===== config.mk =====
export PLATFORM = sky130hd
export DESIGN_NAME = weighted_neighbor_regrid
export DESIGN_NICKNAME = d
export VERILOG_FILES = /design/src/rtl/wnr_pkg.sv /design/src/rtl/wnr_front.sv /design/src/rtl/wnr_queue.sv /design/src/rtl/wnr_back.sv /design/src/rtl/weighted_neighbor_regrid.sv
export SDC_FILE = /design/constraint.sdc
export NUM_CORES = 2
export LEC_CHECK = 0
export ABC_CLOCK_PERIOD_IN_PS = 9750
export BUFFER_PORTS_ARGS = -buffer_cell sky130_fd_sc_hd__buf_2
export CAP_MARGIN = 20
export CORE_MARGIN = 4
export CORE_UTILIZATION = 55
export DETAILED_ROUTE_END_ITERATION = 7
export GPL_TIMING_DRIVEN = 0
export PLACE_DENSITY_LB_ADDON = 0.15
export SYNTH_ARGS = -nofsm -noshare
export SYNTH_HDL_FRONTEND = slang
export SYNTH_SLANG_ARGS = --single-unit

===== constraint.sdc =====
create_clock -name clk -period 9.75 [get_ports clk]
set_input_delay 1.95 -clock clk [delete_from_list [all_inputs] [get_ports clk]]
set_output_delay 1.95 -clock clk [all_outputs]
set_load 0.1 [all_outputs]

===== src/rtl/wnr_pkg.sv =====
// Shared types and widths for the weighted neighbor regrid block.
// Used by the accumulator front end, the cell queue and the divider back end.
package wnr_pkg;

	localparam int VAL_W  = 32;  // Q16.16 sample and result
	localparam int WT_W   = 24;  // Q7.16 weight below an exact-match flag bit
	localparam int PROD_W = VAL_W + WT_W;
	localparam int SUM_W  = 64;  // numerator, Q32.32
	localparam int DEN_W  = 32;  // denominator, Q16.16

	// Finished cell summary handed from front to back
	typedef struct packed {
		logic signed [SUM_W-1:0] wsum;
		logic [DEN_W-1:0]        wtsum;
		logic [VAL_W-1:0]        exact_sample;
		logic                    exact_seen;
	} cell_t;

endpackage


===== src/rtl/wnr_front.sv =====
// Front end: accepts neighbor items, multiplies, and accumulates per cell.
// On the last neighbor pushes a wnr_pkg::cell_t summary and clears its sums.
module wnr_front (
	input  logic                              clk,
	input  logic                              arst_n,
	input  logic                              in_valid,
	output logic                              in_ready,
	input  logic signed [wnr_pkg::VAL_W-1:0]  sample_value,
	input  logic signed [wnr_pkg::WT_W-1:0]   weight,
	input  logic                              last_neighbor,
	output logic                              push,
	input  logic                              push_ready,
	output wnr_pkg::cell_t                    push_data
);

	localparam int SW = wnr_pkg::SUM_W;
	localparam int DW = wnr_pkg::DEN_W;

	logic                             valid_s1;
	logic signed [wnr_pkg::PROD_W-1:0] prod_s1;
	logic [wnr_pkg::WT_W-2:0]         wt_s1;
	logic                             exact_s1;
	logic                             last_s1;
	logic [wnr_pkg::VAL_W-1:0]        sample_s1;

	logic signed [SW-1:0]      wsum_q;
	logic [DW-1:0]             wtsum_q;
	logic [wnr_pkg::VAL_W-1:0] exs_q;
	logic                      exseen_q;

	logic           advance;
	logic           accept;
	logic [SW:0]    sum_ext;
	logic [DW:0]    wt_ext;
	wnr_pkg::cell_t nxt;

	assign advance  = valid_s1 && (!last_s1 || push_ready);
	assign in_ready = !valid_s1 || advance;
	assign accept   = in_valid && in_ready;

	assign sum_ext = {wsum_q[SW-1], wsum_q} + (SW+1)'(prod_s1);
	assign wt_ext  = (DW+1)'(wtsum_q) + (DW+1)'(wt_s1);

	always_comb begin
		nxt.wsum         = wsum_q;
		nxt.wtsum        = wtsum_q;
		nxt.exact_sample = exs_q;
		nxt.exact_seen   = exseen_q;
		if (exact_s1) begin
			nxt.exact_sample = sample_s1;
			nxt.exact_seen   = 1'b1;
		end else begin
			// saturate at the signed 64-bit limits
			if (sum_ext[SW] != sum_ext[SW-1])
				nxt.wsum = sum_ext[SW] ? {1'b1, {(SW-1){1'b0}}} : {1'b0, {(SW-1){1'b1}}};
			else
				nxt.wsum = sum_ext[SW-1:0];
			nxt.wtsum = wt_ext[DW] ? {DW{1'b1}} : wt_ext[DW-1:0];
		end
	end

	assign push      = valid_s1 && last_s1 && push_ready;
	assign push_data = nxt;

	always_ff @(posedge clk) begin
		if (accept) begin
			prod_s1   <= sample_value * weight;
			wt_s1     <= weight[wnr_pkg::WT_W-2:0];
			exact_s1  <= weight[wnr_pkg::WT_W-1];
			last_s1   <= last_neighbor;
			sample_s1 <= sample_value;
		end
	end

	always_ff @(posedge clk or negedge arst_n) begin
		if (!arst_n) begin
			valid_s1 <= 1'b0;
			wsum_q   <= '0;
			wtsum_q  <= '0;
			exs_q    <= '0;
			exseen_q <= 1'b0;
		end else begin
			if (accept)
				valid_s1 <= 1'b1;
			else if (advance)
				valid_s1 <= 1'b0;
			if (advance) begin
				if (last_s1) begin
					wsum_q   <= '0;
					wtsum_q  <= '0;
					exs_q    <= '0;
					exseen_q <= 1'b0;
				end else begin
					wsum_q   <= nxt.wsum;
					wtsum_q  <= nxt.wtsum;
					exs_q    <= nxt.exact_sample;
					exseen_q <= nxt.exact_seen;
				end
			end
		end
	end

endmodule


===== src/rtl/wnr_queue.sv =====
// Small FIFO of finished cell summaries between front and back end.
// Array storage plus a registered head entry; uses wnr_pkg::cell_t.
module wnr_queue #(
	parameter int DEPTH = 4
) (
	input  logic           clk,
	input  logic           arst_n,
	input  logic           push,
	output logic           push_ready,
	input  wnr_pkg::cell_t push_data,
	output logic           head_valid,
	input  logic           pop,
	output wnr_pkg::cell_t head
);

	localparam int AW = (DEPTH > 1) ? $clog2(DEPTH) : 1;
	localparam int CW = $clog2(DEPTH + 1);

	wnr_pkg::cell_t mem [DEPTH];
	logic [AW-1:0]  wr_ptr_q;
	logic [AW-1:0]  rd_ptr_q;
	logic [CW-1:0]  cnt_q;
	logic           head_valid_q;
	wnr_pkg::cell_t head_q;
	logic           load;
	logic           do_pop;

	assign push_ready = cnt_q != CW'(DEPTH);
	assign do_pop     = pop && head_valid_q;
	assign load       = (cnt_q != '0) && (!head_valid_q || do_pop);
	assign head_valid = head_valid_q;
	assign head       = head_q;

	always_ff @(posedge clk) begin
		if (push && push_ready)
			mem[wr_ptr_q] <= push_data;
		if (load)
			head_q <= mem[rd_ptr_q];
	end

	always_ff @(posedge clk or negedge arst_n) begin
		if (!arst_n) begin
			wr_ptr_q     <= '0;
			rd_ptr_q     <= '0;
			cnt_q        <= '0;
			head_valid_q <= 1'b0;
		end else begin
			if (push && push_ready)
				wr_ptr_q <= (wr_ptr_q == AW'(DEPTH - 1)) ? '0 : wr_ptr_q + 1'b1;
			if (load)
				rd_ptr_q <= (rd_ptr_q == AW'(DEPTH - 1)) ? '0 : rd_ptr_q + 1'b1;
			cnt_q <= cnt_q + CW'(push && push_ready) - CW'(load);
			if (load)
				head_valid_q <= 1'b1;
			else if (do_pop)
				head_valid_q <= 1'b0;
		end
	end

endmodule


===== src/rtl/wnr_back.sv =====
// Back end: resolves each cell summary to a result, dividing one quotient bit
// per cycle, and holds the missing-value register and the output register.
module wnr_back (
	input  logic                             clk,
	input  logic                             arst_n,
	input  logic                             cfg_we,
	input  logic [wnr_pkg::VAL_W-1:0]        cfg_wdata,
	input  logic                             head_valid,
	output logic                             pop,
	input  wnr_pkg::cell_t                   head,
	output logic                             out_valid,
	input  logic                             out_ready,
	output logic signed [wnr_pkg::VAL_W-1:0] result_value,
	output logic                             is_missing
);

	localparam int SW = wnr_pkg::SUM_W;
	localparam int DW = wnr_pkg::DEN_W;
	localparam int VW = wnr_pkg::VAL_W;
	localparam int CNT_W = $clog2(SW);

	typedef enum logic [1:0] {
		S_IDLE,
		S_DIV,
		S_FIN
	} state_t;

	state_t            state_q;
	logic [VW-1:0]     miss_q;
	logic [SW-1:0]     quo_q;
	logic [DW-1:0]     rem_q;
	logic [DW-1:0]     den_q;
	logic              neg_q;
	logic [CNT_W-1:0]  cnt_q;
	logic              out_valid_q;
	logic [VW-1:0]     res_q;
	logic              miss_flag_q;

	logic [DW:0]   rem_sh;
	logic          qbit;
	logic [DW:0]   rem_dif;
	logic          rnd;
	logic [SW:0]   q_rnd;
	logic [VW-1:0] fin_val;

	assign pop = (state_q == S_IDLE) && head_valid && !out_valid_q;

	assign rem_sh  = {rem_q, quo_q[SW-1]};
	assign rem_dif = rem_sh - {1'b0, den_q};
	assign qbit    = rem_sh >= {1'b0, den_q};

	// round half away from zero on the magnitude, then saturate
	assign rnd   = {rem_q, 1'b0} >= {1'b0, den_q};
	assign q_rnd = {1'b0, quo_q} + (SW+1)'(rnd);

	always_comb begin
		if (!neg_q)
			fin_val = (q_rnd > (SW+1)'(32'h7FFF_FFFF)) ? 32'h7FFF_FFFF : q_rnd[VW-1:0];
		else
			fin_val = (q_rnd > (SW+1)'(32'h8000_0000)) ? 32'h8000_0000
				: (32'd0 - q_rnd[VW-1:0]);
	end

	assign out_valid    = out_valid_q;
	assign result_value = res_q;
	assign is_missing   = miss_flag_q;

	always_ff @(posedge clk or negedge arst_n) begin
		if (!arst_n) begin
			state_q     <= S_IDLE;
			miss_q      <= '0;
			out_valid_q <= 1'b0;
			quo_q       <= '0;
			rem_q       <= '0;
			den_q       <= '0;
			neg_q       <= 1'b0;
			cnt_q       <= '0;
			res_q       <= '0;
			miss_flag_q <= 1'b0;
		end else begin
			if (cfg_we)
				miss_q <= cfg_wdata;
			if (out_valid_q && out_ready)
				out_valid_q <= 1'b0;
			case (state_q)
				S_IDLE: begin
					if (pop) begin
						if (head.wtsum == '0) begin
							res_q       <= miss_q;
							miss_flag_q <= 1'b1;
							out_valid_q <= 1'b1;
						end else if (head.exact_seen) begin
							res_q       <= head.exact_sample;
							miss_flag_q <= 1'b0;
							out_valid_q <= 1'b1;
						end else begin
							neg_q   <= head.wsum[SW-1];
							quo_q   <= head.wsum[SW-1] ? (SW'(0) - head.wsum) : head.wsum;
							rem_q   <= '0;
							den_q   <= head.wtsum;
							cnt_q   <= '0;
							state_q <= S_DIV;
						end
					end
				end
				S_DIV: begin
					quo_q <= {quo_q[SW-2:0], qbit};
					rem_q <= qbit ? rem_dif[DW-1:0] : rem_sh[DW-1:0];
					cnt_q <= cnt_q + 1'b1;
					if (cnt_q == CNT_W'(SW - 1))
						state_q <= S_FIN;
				end
				S_FIN: begin
					res_q       <= fin_val;
					miss_flag_q <= 1'b0;
					out_valid_q <= 1'b1;
					state_q     <= S_IDLE;
				end
				default: state_q <= S_IDLE;
			endcase
		end
	end

endmodule


===== src/rtl/weighted_neighbor_regrid.sv =====
// Weighted neighbor regrid: top level joining the front end, cell queue and back end.
// Depends on wnr_pkg, wnr_front, wnr_queue and wnr_back.
//
// Neighbor items are taken one per cycle unless a finished cell waits for queue
// space; each is multiplied by its weight (a registered multiply) and the
// product is folded into saturating per-cell sums. A cell summary is queued
// on its last neighbor. The back end then resolves each cell: a zero weight
// sum gives the configured fill value with is_missing set, otherwise an exact
// match gives its sample, and a weighted average takes 64 restoring divide
// steps, one quotient bit per cycle, then a rounding and saturation step.
// The input keeps streaming while up to QUEUE_DEPTH finished cells wait for
// the divider, plus one in the queue head. The fill value is written through
// cfg_we/cfg_wdata and resets to zero.
module weighted_neighbor_regrid #(
	parameter int QUEUE_DEPTH = 4
) (
	input  logic                             clk,
	input  logic                             arst_n,
	input  logic                             cfg_we,
	input  logic [wnr_pkg::VAL_W-1:0]        cfg_wdata,
	input  logic                             in_valid,
	output logic                             in_ready,
	input  logic signed [wnr_pkg::VAL_W-1:0] sample_value,
	input  logic signed [wnr_pkg::WT_W-1:0]  weight,
	input  logic                             last_neighbor,
	output logic                             out_valid,
	input  logic                             out_ready,
	output logic signed [wnr_pkg::VAL_W-1:0] result_value,
	output logic                             is_missing
);

	logic           push;
	logic           push_ready;
	wnr_pkg::cell_t push_data;
	logic           head_valid;
	logic           pop;
	wnr_pkg::cell_t head;

	wnr_front u_front (
		.clk           (clk),
		.arst_n        (arst_n),
		.in_valid      (in_valid),
		.in_ready      (in_ready),
		.sample_value  (sample_value),
		.weight        (weight),
		.last_neighbor (last_neighbor),
		.push          (push),
		.push_ready    (push_ready),
		.push_data     (push_data)
	);

	wnr_queue #(
		.DEPTH (QUEUE_DEPTH)
	) u_queue (
		.clk        (clk),
		.arst_n     (arst_n),
		.push       (push),
		.push_ready (push_ready),
		.push_data  (push_data),
		.head_valid (head_valid),
		.pop        (pop),
		.head       (head)
	);

	wnr_back u_back (
		.clk          (clk),
		.arst_n       (arst_n),
		.cfg_we       (cfg_we),
		.cfg_wdata    (cfg_wdata),
		.head_valid   (head_valid),
		.pop          (pop),
		.head         (head),
		.out_valid    (out_valid),
		.out_ready    (out_ready),
		.result_value (result_value),
		.is_missing   (is_missing)
	);

endmodule


==> flow_summary_export.csv <==
group,metric,value,unit
sta,finalSetupViolations,0,
cells_and_area,most-common-layout-cells,"868 x inv_1, 828 x nand2_1, 786 x fa_1",
floorplan,io_pins,129,
global_route,grt_pass1_vias,58082,
yosys,synth-seq-cells,1099,
drt,drtAntennaViolNets,0,
floorplan,core,144000,µm²
cells_and_area,drive_gt1_share,8.96,%
global_route,overflow,0,
cells_and_area,register_area,31300,µm²
sta,hold_slack,0.463,ns
yosys,yosys_warnings,0,
placed_design,post-place-ws,-1.57,ns
worst_setup_path,path_class,"primary input to register",
yosys,synth-seq-area-share,39.1,%
drt,viasPerCell,6.03,
sta,rsz0062_at_grt,"false",
drt,wl,248000,µm
drt,first_pass_iters,7,
floorplan,die-area,152000,µm²
yosys,ys.flop_type,"edfxtp_1",
yosys,synthTopCellsByArea,"edfxtp_1 28%, fa_1 20%, dfrtp_1 11%",
clocking,cts_max_path_buffers,3,
placed_design,port_buffers,127,
sta,worst_slack,0.148,ns
yosys,syn_area,80000,µm²
sta,skew,0.0438,ns
placed_design,dp_hpwl,195000,µm
sta,relSlewSlack,26.1,%
sta,report.final.slew_viol_count,0,
clocking,clock-sinks,1099,
worst_setup_path,start_kind,"primary input",
yosys,synth_top_area_cell,"edfxtp_1",
drt,drc,0,
clocking,htreeDepth,3,
outcome,status,"complete, no violations",
global_route,antenna_found_initial,15,
floorplan,rows,139,
sta,fmax,0.104,GHz
yosys,syn_area_per_cell,11.0,µm²
floorplan,chipWidth,389,µm
global_route,grt_pass1_wl,370000,µm
clocking,cts-root-buf,"clkbuf_16",
clocking,clkTransAtPathRegs,0.06,ns
clocking,cts_buffers,107,
yosys,synthCells,7245,
cells_and_area,multiInputGateArea,44000,µm²
clocking,clk_latency,0.74,ns
drt,avgRoutedWirePerCell,26.1,µm
worst_setup_path,required,10.23,ns
min_path,min_path_type,"register to register",
sta,hold_viol,0,
run,cap_violations,0,
clocking,cts_tree,"yes",
cells_and_area,final_common_cell,"inv_1",
floorplan,die_height,389,µm
yosys,synth_cell_type_count,87,
floorplan,initial_core_util,55.6,%
cells_and_area,layout.core_utilization,60.8,%
cells_and_area,fillers,11864,
cells_and_area,nNetsFinal,8670,
global_route,grt_max_degree,101,
cells_and_area,synthToLayoutAreaGrowth,9.36,%
drt,dr_total_vias,57398,
worst_setup_path,path_max_fanout,11,
placed_design,place_congestion,1.03,
yosys,syn-num-nets,8408,
worst_setup_path,critPathArrivalTime,10.08,ns
worst_setup_path,end_kind,"register",
sta,setup_tns,0,ns
sta,min_period_over_period,98.5,%
yosys,synth_edf_count,758,
global_route,grt_use_total,33.0,%
yosys,synth-async-reset-ratio,31.0,%
yosys,synth_top_area_share,28.5,%
sta,worst_pin_slew,1.08,ns
clocking,cts_setup_buffers,0,
sta,fin_crit,9.60,ns
drt,drt_iter0_markers,5423,
==> routing by layer <==
layer	vias up	track usage, %	part of all wire, %
met4	2	21.2	7.9
met5	-	0	0.0073
met3	682	5.52	7.3
met1	28993	42.4	38
met2	2418	52.3	46
li1	25303	-	-
==> critical path, cell delays in order <==
cell	delay, ns
buf_2	0.27
clkbuf_1	0.78
and2_1	0.26
fa_1	0.45
fa_1	0.51
inv_1	0.05
fa_1	0.50
fa_1	0.51
inv_1	0.05
fa_1	0.50
fa_1	0.56
inv_1	0.05
fa_1	0.76
inv_1	0.09
ha_1	0.28
clkbuf_1	0.30
nand4_1	0.22
nor2_1	0.30
nand4_1	0.19
o22ai_1	0.20
a41oi_1	0.12
o31a_1	0.39
a2111o_1	0.39
a31oi_1	0.18
nor2_1	0.08
xnor2_1	0.12
==> stage by stage <==
step / area (µm²) / instances
detailed placement: 83600 / 9300
global placement: 83000 / 9275
CTS: 87400 / 9503
finish: 87500 / 9514
global route: 87500 / 9505
floorplan: 80000 / 7245
==> repair_timing <==
| item | CTS | global route |
|---|---|---|
| hold endpoints to repair | 0 | 0 |
| gates cloned | 0 | 0 |
| hold buffers | 0 | 0 |
| setup endpoints to repair | 13 | 12 |
| resized for setup | 24 | 156 |
==> cells by family (layout without fill, tap and decap cells) <==
group / after synthesis / after routing / synth area share (%)
fa+ha+maj: 1069 / 1069 / 24.1
buf+inv: 1270 / 1626 / 6.00
other cells: 0 / 10 / 0
simple gates: 2090 / 2090 / 12.9
mux: 249 / 249 / 5.25
flops: 1099 / 1099 / 39.1
compound gates: 1190 / 1190 / 9.60
xor+xnor: 278 / 278 / 3.04
==> cells in the mapped netlist (all sizes together) (46+ instances only) <==
cell / number
a21oi: 221
o21ai: 398
mux2: 72
a21o: 88
nand2: 828
and2: 383
nand4: 81
dfrtp: 341
nor2: 242
clkbuf: 353
buf: 46
xnor2: 142
nor4: 47
edfxtp: 758
fa: 787
a22oi: 60
nand2b: 52
nor3: 98
mux2i: 48
xor2: 136
ha: 282
inv: 868
mux4: 129
nand3: 132
==> registers in the layout, summed over array words and instances (netlist names), 2 cells and up <==
| signal | flops |
|---|---|
| u_back.miss_q | 32 |
| u_front.wsum_q | 64 |
| u_front.wt_s1 | 23 |
| u_back.den_q | 32 |
| u_back.quo_q | 64 |
| u_queue.mem | 516 |
| u_front.prod_s1 | 56 |
| u_front.exs_q | 32 |
| u_back.cnt_q | 6 |
| u_back.state_q | 2 |
| u_queue.rd_ptr_q | 2 |
| u_queue.head | 129 |
| u_back.rem_q | 32 |
| u_front.sample_s1 | 32 |
| u_queue.cnt_q | 3 |
| u_back.result_value | 32 |
| u_front.wtsum_q | 32 |
| u_queue.wr_ptr_q | 2 |
==> final timing paths <==
path                            cells after the start        startpoint                      to  slack [ns]
worst max-delay path                               26         weight[7]     u_front.prod_s1[55]        0.15
worst min-delay path                                2  u_queue.head[51]        u_back.den_q[18]        0.46
worst max register to register                     19   u_back.rem_q[6]  u_back.result_value[1]        2.67
worst min register to register                      2  u_queue.head[51]        u_back.den_q[18]        0.46
max in group asynchronous                           4            arst_n        u_back.miss_q[6]        7.07
min in group asynchronous                           1            arst_n      u_front.wsum_q[47]        1.02
==> layout make-up <==
class | instances | area share [%]
diodes | 10 | 0.0286
plain buffers | 399 | 1.87
clock buffers | 143 | 3.35
clock inverters | 60 | 0.914
inverters | 871 | 3.74
multi-input cells | 4876 | 50.2
flip-flops and latches | 1099 | 35.8
well taps | 1903 | 2.72
repair buffers | 153 | 1.36
Power is left out: the tool's default activity adds up to more than one toggle a clock period on the data nets, which glitch-free logic cannot reach.
